File: src/design/iap_pkg.sv
package iap_pkg;

    // character classes seen by the parser core
    typedef enum logic [2:0] {
        K_DIGIT,
        K_HEX,
        K_DOT,
        K_SPACE,
        K_XCHAR,
        K_OTHER
    } tok_kind_t;

    typedef struct packed {
        logic      term;
        tok_kind_t kind;
        logic [3:0] val;
    } tok_t;

    typedef struct packed {
        logic        valid_res;
        logic [31:0] address;
        logic [2:0]  part_count;
    } res_t;

    localparam int TOK_DEPTH_DEF = 4;
    localparam int RES_DEPTH_DEF = 2;

    localparam logic [7:0] CH_NUL  = 8'h00;
    localparam logic [7:0] CH_DOT  = 8'h2e;
    localparam logic [7:0] CH_X_LO = 8'h78;
    localparam logic [7:0] CH_X_UP = 8'h58;
    localparam logic [7:0] CH_SP   = 8'h20;

    localparam logic [31:0] MAX_8  = 32'h0000_00ff;
    localparam logic [31:0] MAX_16 = 32'h0000_ffff;
    localparam logic [31:0] MAX_24 = 32'h00ff_ffff;

endpackage

File: src/design/iap_fifo.sv
module iap_fifo
#(
    parameter int WIDTH = 8,
    parameter int DEPTH = 2
)
(
    input  logic             clk,
    input  logic             rst_n,
    input  logic             push,
    input  logic [WIDTH-1:0] din,
    output logic             full,
    input  logic             pop,
    output logic [WIDTH-1:0] dout,
    output logic             empty
);

    // DEPTH must be at least 2
    localparam int AW = $clog2(DEPTH);
    localparam int CW = $clog2(DEPTH + 1);

    logic [WIDTH-1:0] mem_reg [DEPTH];
    logic [AW-1:0]    wr_ptr_reg;
    logic [AW-1:0]    rd_ptr_reg;
    logic [CW-1:0]    count_reg;
    logic             do_push;
    logic             do_pop;

    assign full    = (count_reg == CW'(DEPTH));
    assign empty   = (count_reg == '0);
    assign dout    = mem_reg[rd_ptr_reg];
    assign do_push = push && !full;
    assign do_pop  = pop && !empty;

    always_ff @(posedge clk or negedge rst_n)
    begin
        if (!rst_n)
        begin
            wr_ptr_reg <= '0;
            rd_ptr_reg <= '0;
            count_reg  <= '0;
        end
        else
        begin
            if (do_push)
            begin
                wr_ptr_reg <= (wr_ptr_reg == AW'(DEPTH - 1)) ? '0 : wr_ptr_reg + 1'b1;
            end
            if (do_pop)
            begin
                rd_ptr_reg <= (rd_ptr_reg == AW'(DEPTH - 1)) ? '0 : rd_ptr_reg + 1'b1;
            end
            if (do_push && !do_pop)
            begin
                count_reg <= count_reg + 1'b1;
            end
            else if (do_pop && !do_push)
            begin
                count_reg <= count_reg - 1'b1;
            end
        end
    end

    always_ff @(posedge clk)
    begin
        if (do_push)
        begin
            mem_reg[wr_ptr_reg] <= din;
        end
    end

endmodule

File: src/design/iap_front.sv
module iap_front
    import iap_pkg::*;
(
    input  logic       push,
    input  logic [7:0] ch,
    output logic       full,
    input  logic       tok_full,
    output logic       tok_push,
    output tok_t       tok
);

    assign full     = tok_full;
    assign tok_push = push && !tok_full;

    // classify the character once so the core only sees a kind and a digit value
    always_comb
    begin
        tok.term = (ch == CH_NUL);
        tok.val  = ch[3:0];
        tok.kind = K_OTHER;
        if (ch inside {[8'h30:8'h39]})
        begin
            tok.kind = K_DIGIT;
        end
        else if (ch inside {[8'h61:8'h66], [8'h41:8'h46]})
        begin
            tok.kind = K_HEX;
            // 'a' and 'A' both have low nibble 1
            tok.val  = ch[3:0] + 4'd9;
        end
        else if (ch == CH_DOT)
        begin
            tok.kind = K_DOT;
        end
        else if (ch == CH_SP || (ch inside {[8'h09:8'h0d]}))
        begin
            tok.kind = K_SPACE;
        end
        else if (ch == CH_X_LO || ch == CH_X_UP)
        begin
            tok.kind = K_XCHAR;
        end
    end

endmodule

File: src/design/iap_back.sv
module iap_back
    import iap_pkg::*;
(
    input  logic clk,
    input  logic rst_n,
    input  tok_t tok,
    input  logic tok_empty,
    output logic tok_pop,
    input  logic res_full,
    output logic res_push,
    output res_t res
);

    typedef enum logic [2:0] {
        PH_START,
        PH_ZERO,
        PH_DIGITS,
        PH_TRAIL,
        PH_REJECT
    } phase_t;

    typedef enum logic [1:0] {
        RX_DEC,
        RX_OCT,
        RX_HEX
    } radix_t;

    phase_t      phase_reg, phase_next;
    radix_t      radix_reg, radix_next;
    logic [31:0] accum_reg, accum_next;
    logic        over_reg, over_next;
    logic [1:0]  parts_reg, parts_next;
    logic [7:0]  bytes_reg [3];
    logic [7:0]  bytes_next [3];

    radix_t      e_radix;
    logic [31:0] e_acc;
    logic        e_over;
    logic        do_dc;
    logic [35:0] prod;
    logic [2:0]  n;
    logic        ok;
    logic [31:0] addr;

    // a terminator waits until the result queue has room
    assign tok_pop  = !tok_empty && (!tok.term || !res_full);
    assign res_push = tok_pop && tok.term;

    always_comb
    begin
        case (e_radix)
            RX_HEX:  prod = {e_acc, 4'b0000};
            RX_OCT:  prod = {1'b0, e_acc, 3'b000};
            default: prod = {1'b0, e_acc, 3'b000} + {3'b000, e_acc, 1'b0};
        endcase
        prod = prod + {32'd0, tok.val};
    end

    always_comb
    begin
        n    = {1'b0, parts_reg} + 3'd1;
        ok   = (phase_reg != PH_REJECT) && !over_reg;
        addr = accum_reg;
        case (parts_reg)
            2'd1:
            begin
                ok   = ok && (accum_reg <= MAX_24);
                addr = accum_reg | {bytes_reg[0], 24'd0};
            end
            2'd2:
            begin
                ok   = ok && (accum_reg <= MAX_16);
                addr = accum_reg | {bytes_reg[0], bytes_reg[1], 16'd0};
            end
            2'd3:
            begin
                ok   = ok && (accum_reg <= MAX_8);
                addr = accum_reg | {bytes_reg[0], bytes_reg[1], bytes_reg[2], 8'd0};
            end
            default:
            begin
                addr = accum_reg;
            end
        endcase
        res.valid_res  = ok;
        res.address    = ok ? addr : 32'd0;
        res.part_count = n;
    end

    always_comb
    begin
        phase_next = phase_reg;
        radix_next = radix_reg;
        accum_next = accum_reg;
        over_next  = over_reg;
        parts_next = parts_reg;
        bytes_next = bytes_reg;
        e_radix    = radix_reg;
        e_acc      = accum_reg;
        e_over     = over_reg;
        do_dc      = 1'b0;

        if (tok_pop)
        begin
            if (tok.term)
            begin
                // start a fresh string
                phase_next = PH_START;
                radix_next = RX_DEC;
                accum_next = '0;
                over_next  = 1'b0;
                parts_next = '0;
                bytes_next = '{default: 8'd0};
            end
            else
            begin
                case (phase_reg)
                    PH_START:
                    begin
                        e_acc  = '0;
                        e_over = 1'b0;
                        if (tok.kind == K_DIGIT && tok.val == 4'd0)
                        begin
                            radix_next = RX_OCT;
                            phase_next = PH_ZERO;
                            accum_next = '0;
                            over_next  = 1'b0;
                        end
                        else
                        begin
                            e_radix = RX_DEC;
                            do_dc   = 1'b1;
                        end
                    end
                    PH_ZERO:
                    begin
                        if (tok.kind == K_XCHAR)
                        begin
                            radix_next = RX_HEX;
                            phase_next = PH_DIGITS;
                        end
                        else
                        begin
                            e_radix = RX_OCT;
                            do_dc   = 1'b1;
                        end
                    end
                    PH_DIGITS:
                    begin
                        do_dc = 1'b1;
                    end
                    default:
                    begin
                        // drop everything up to the terminator
                    end
                endcase

                if (do_dc)
                begin
                    radix_next = e_radix;
                    accum_next = e_acc;
                    over_next  = e_over;
                    if (tok.kind == K_DIGIT || (tok.kind == K_HEX && e_radix == RX_HEX))
                    begin
                        accum_next = prod[31:0];
                        over_next  = e_over | (|prod[35:32]);
                        phase_next = PH_DIGITS;
                    end
                    else if (tok.kind == K_DOT)
                    begin
                        if (parts_reg == 2'd3 || e_over || e_acc > MAX_8)
                        begin
                            phase_next = PH_REJECT;
                        end
                        else
                        begin
                            bytes_next[parts_reg] = e_acc[7:0];
                            parts_next = parts_reg + 2'd1;
                            accum_next = '0;
                            over_next  = 1'b0;
                            radix_next = RX_DEC;
                            phase_next = PH_START;
                        end
                    end
                    else if (tok.kind == K_SPACE)
                    begin
                        phase_next = PH_TRAIL;
                    end
                    else
                    begin
                        phase_next = PH_REJECT;
                    end
                end
            end
        end
    end

    always_ff @(posedge clk or negedge rst_n)
    begin
        if (!rst_n)
        begin
            phase_reg <= PH_START;
            radix_reg <= RX_DEC;
            accum_reg <= '0;
            over_reg  <= 1'b0;
            parts_reg <= '0;
            bytes_reg <= '{default: 8'd0};
        end
        else
        begin
            phase_reg <= phase_next;
            radix_reg <= radix_next;
            accum_reg <= accum_next;
            over_reg  <= over_next;
            parts_reg <= parts_next;
            bytes_reg <= bytes_next;
        end
    end

endmodule

File: src/design/ipv4_dotted_address_parser.sv
// A terminator's result shows (empty low) after the character queue, then the result queue,
// both registered, when no character waits ahead of it. Throughput: one character per cycle
// while full is low; the parser core retires one queued character a cycle.
// A terminator stalls in the character queue only while the result queue is full.
// Reset (rst_n low, asynchronous) empties both queues and returns the parser to a new string.
module ipv4_dotted_address_parser
    import iap_pkg::*;
#(
    parameter int TOK_DEPTH = TOK_DEPTH_DEF,
    parameter int RES_DEPTH = RES_DEPTH_DEF
)
(
    input  logic        clk,
    input  logic        rst_n,
    input  logic        push,
    output logic        full,
    input  logic [7:0]  ch,
    output logic        empty,
    input  logic        pop,
    output logic        valid_res,
    output logic [31:0] address,
    output logic [2:0]  part_count
);

    tok_t tok_in;
    tok_t tok_out;
    logic tok_push;
    logic tok_full;
    logic tok_empty;
    logic tok_pop;
    res_t res_in;
    res_t res_out;
    logic res_push;
    logic res_full;

    iap_front u_front (
        .push     (push),
        .ch       (ch),
        .full     (full),
        .tok_full (tok_full),
        .tok_push (tok_push),
        .tok      (tok_in)
    );

    iap_fifo #(
        .WIDTH ($bits(tok_t)),
        .DEPTH (TOK_DEPTH)
    ) u_tok_fifo (
        .clk   (clk),
        .rst_n (rst_n),
        .push  (tok_push),
        .din   (tok_in),
        .full  (tok_full),
        .pop   (tok_pop),
        .dout  (tok_out),
        .empty (tok_empty)
    );

    iap_back u_back (
        .clk       (clk),
        .rst_n     (rst_n),
        .tok       (tok_out),
        .tok_empty (tok_empty),
        .tok_pop   (tok_pop),
        .res_full  (res_full),
        .res_push  (res_push),
        .res       (res_in)
    );

    iap_fifo #(
        .WIDTH ($bits(res_t)),
        .DEPTH (RES_DEPTH)
    ) u_res_fifo (
        .clk   (clk),
        .rst_n (rst_n),
        .push  (res_push),
        .din   (res_in),
        .full  (res_full),
        .pop   (pop),
        .dout  (res_out),
        .empty (empty)
    );

    assign valid_res  = res_out.valid_res;
    assign address    = res_out.address;
    assign part_count = res_out.part_count;

endmodule

File: config.mk
export PLATFORM = sky130hd
export DESIGN_NAME = ipv4_dotted_address_parser
export DESIGN_NICKNAME = d
export VERILOG_FILES = /design/src/design/iap_pkg.sv /design/src/design/iap_fifo.sv /design/src/design/iap_front.sv /design/src/design/iap_back.sv /design/src/design/ipv4_dotted_address_parser.sv
export SDC_FILE = /design/constraint.sdc
export NUM_CORES = 1
export LEC_CHECK = 0
export ABC_AREA = 1
export BUFFER_PORTS_ARGS = -buffer_cell sky130_fd_sc_hd__buf_2
export CELL_PAD_IN_SITES_DETAIL_PLACEMENT = 1
export CELL_PAD_IN_SITES_GLOBAL_PLACEMENT = 2
export CORE_AREA = 2 2 183 185
export DETAILED_ROUTE_END_ITERATION = 8
export DIE_AREA = 0 0 185 187
export PLACE_DENSITY_LB_ADDON = 0.1
export SYNTH_ARGS = -nofsm -noshare
export SYNTH_HDL_FRONTEND = slang
export SYNTH_SLANG_ARGS = --single-unit
export TNS_END_PERCENT = 30
File: constraint.sdc
create_clock -name clk -period 9.2 [get_ports clk]
set_input_delay 0.46 -clock clk [delete_from_list [all_inputs] [get_ports clk]]
set_output_delay 0.46 -clock clk [all_outputs]
set_load 0.01 [all_outputs]
==> run metrics <==
status=completed; CP bufs+invs=7; area added between synthesis and finish=9.76%; vias per inst=5.37; RePlAce Congestion=0.877; Worst setup EP type=flop; largest family of logic cells by synthesized area=simple AND/OR/NAND/NOR gates; ANT cells=0; placed cells=2175; layout cells sized above 1=0.135; synthesized area=0.0128 mm²; initial antenna violation count=0; most used cell, CP=nand2_1; DR WL/cell=19.3 µm; clock buffer count from CTS=17; CTS root buf=clkbuf_16; Global Route Usage Sum=0.252; # hold bufs at CTS=0; largest net degree at the start of global routing=76; worst slew pin tran=1130 ps; Async S/R FF share, synth=0.419; post-CTS setup buffer count=0; relative slew slack=0.244; latest clock arrival within the worst-skew pair=450 ps; Post-Syn Nets=1776; Crit path arrival time=7080 ps; design area=0.0141 mm²; cell with the most instances after synthesis=nand2_1; ys flop type=edfxtp_1; worst hold path type=input port to async pin; PD cells=433 mW/mm²; register area share after synthesis=0.390; port bufs=49; remaining antenna violation count=0; Worst Path Required=9560 ps; post-detail-place hpwl=33500 µm; RSZ-0062 raised after global routing=no; Yosys reg bits=179; Ports=50; Unique masters post-synth=59; Clock Skew=15.3 ps; max incr delay on CP=770 ps; Initial Util=0.390; Syn. warnings=0; H-tree depth=4; global-route wire length before repair=67900 µm; Setup-failing EPs final=0; crit-path leading delay family=simple AND/OR/NAND/NOR gates; DR pass1 iterations=5; Gate Count Post-Synth=1718; critical path's slowest cell=dfrtp_1; Max Slew Vio Count=0; die area=0.0346 mm²; placed cell areas=0.0135 mm²; Final #Nets=1804; max-cap viol count=0; Adder-Cell Fraction of Synth Area=0.0467; Max VDD drop=175 µV; Post-synth EDFFs=104; Pleak=6.18 nW; top cell type's share of synthesized area=0.244; Synth top cells by count=nand2_1 (443), inv_1 (205), nor2_1 (158); xor/xnor share of the synthesized area=0.0123; fmax=0.149 GHz; CP Max Fanout=44; final std cells w/o fill=2207; Synth Area in Compound Gates=0.148; clk sinks=179; min Tclk post-route=6710 ps; std cell rows=67; mux contribution to synthesized area=0; CTS-repair resized insts=0; Avg Inst Size Synth=7.46 µm²; vias in the first global route=11900; Final Hold Vio Count=0; Max Buffers Root-to-Sink=2; simple-gate share of the synthesized area=0.315; startpoint types=flop; Final period util=0.730; Tot Pwr=6.09 mW; max reg flops=72; Clk pin slew, worst setup/hold paths=80 ps; Die Y=187 µm; final WL=42600 µm; DRC=0; WS Path Type=flop to flop; post-synth top area cell=edfxtp_1; drt first-iter violations=758; die width=185 µm; synth top area cells=edfxtp_1 (24%), dfrtp_1 (15%), nand2_1 (13%); routed vias=11900; Final TNS setup=0 ps; TritonCTS clock tree=built; Core Area=0.0329 mm²; GR Overflow Total=0
layout make-up:
type	count	area [µm²]
clock buffer	17	425
multi-input combinational	1255	6700
fill	4179	18800
inverter	239	902
clock inverter	15	193
tap	448	561
sequential	179	5000
timing repair buffer	54	285
final timing paths:
kind | startpoint | cells past startpoint | endpoint | slack [ps]
max in group asynchronous | rst_n | 1 | u_tok_fifo.count_reg[1] | 8300
worst min-delay path | rst_n | 1 | u_back.bytes_reg[9] | 190
worst min register to register | u_back.bytes_reg[10] | 2 | u_back.bytes_reg[10] | 500
worst max register to register | u_tok_fifo.rd_ptr_reg[0] | 35 | u_back.accum_reg[30] | 2490
worst max-delay path | u_tok_fifo.rd_ptr_reg[0] | 35 | u_back.accum_reg[30] | 2490
min in group clk | pop | 3 | u_res_fifo.rd_ptr_reg | 350
cells by family (layout without fill, tap and decap cells):
kind of cell	count (synthesis)	count (layout)
fa+ha+maj	46	46
flops	179	179
xor+xnor	18	18
compound gates	318	318
buf+inv	284	325
simple gates	873	873
worst reg2reg max path, delay by kind of cell, from the launching register on:
| kind | cells | cell delay, ps |
|---|---|---|
| compound gates | 7 | 1060 |
| fa+ha+maj | 2 | 470 |
| buf+inv | 7 | 1450 |
| flops | 1 | 770 |
| simple gates | 19 | 2860 |
power by group:
group,total (mW),switching (mW),internal [mW]
Combinational,3.83,2.77,1.06
Sequential,1.50,0.257,1.24
Clock,0.763,0.348,0.414
stage by stage:
step,setup WS (ps),hold slack (ps),util
6_report,2490,188,0.428
5_1_grt,1920,262,0.428
4_1_cts,2600,238,0.428
3_5_place_dp,2610,478,0.409
3_3_place_gp,2860,466,0.409
2_1_floorplan,4180,164,-
layer usage:
layer  share of wire  track usage  wire (µm)  up-vias
li1                -            -          -     5781
met1            0.49        0.358      20800     5881
met2            0.47        0.417      20100      175
met3           0.032       0.0349       1360       22
met4          0.0081       0.0351        344        0
met5               0            0          0        -
placed cells by master, fill, tap and decap left out, types with 5 or more instances in the layout:
cell,Yosys,layout
or2_2,6,6
nor2_4,14,16
clkbuf_16,0,17
o211ai_1,13,13
o221ai_1,16,16
clkinv_1,5,5
edfxtp_1,104,104
nor2_2,22,22
buf_2,1,48
a221o_1,9,9
o21ai_0,123,123
o22ai_1,13,13
buf_4,3,6
o21ai_1,15,15
dfrtp_1,75,75
inv_8,0,6
xnor2_1,7,7
nand2_2,31,31
o21ai_2,10,10
inv_2,28,28
nor4_1,5,5
nand3_2,13,13
nor2_1,158,156
ha_1,43,43
a32oi_1,5,5
nand2_4,9,9
a21oi_1,88,88
xor2_1,11,11
nand2_1,443,443
nor3_1,9,9
nand3_1,124,124
nand4_1,26,26
inv_1,205,205
(Power assumes the default switching activity.)
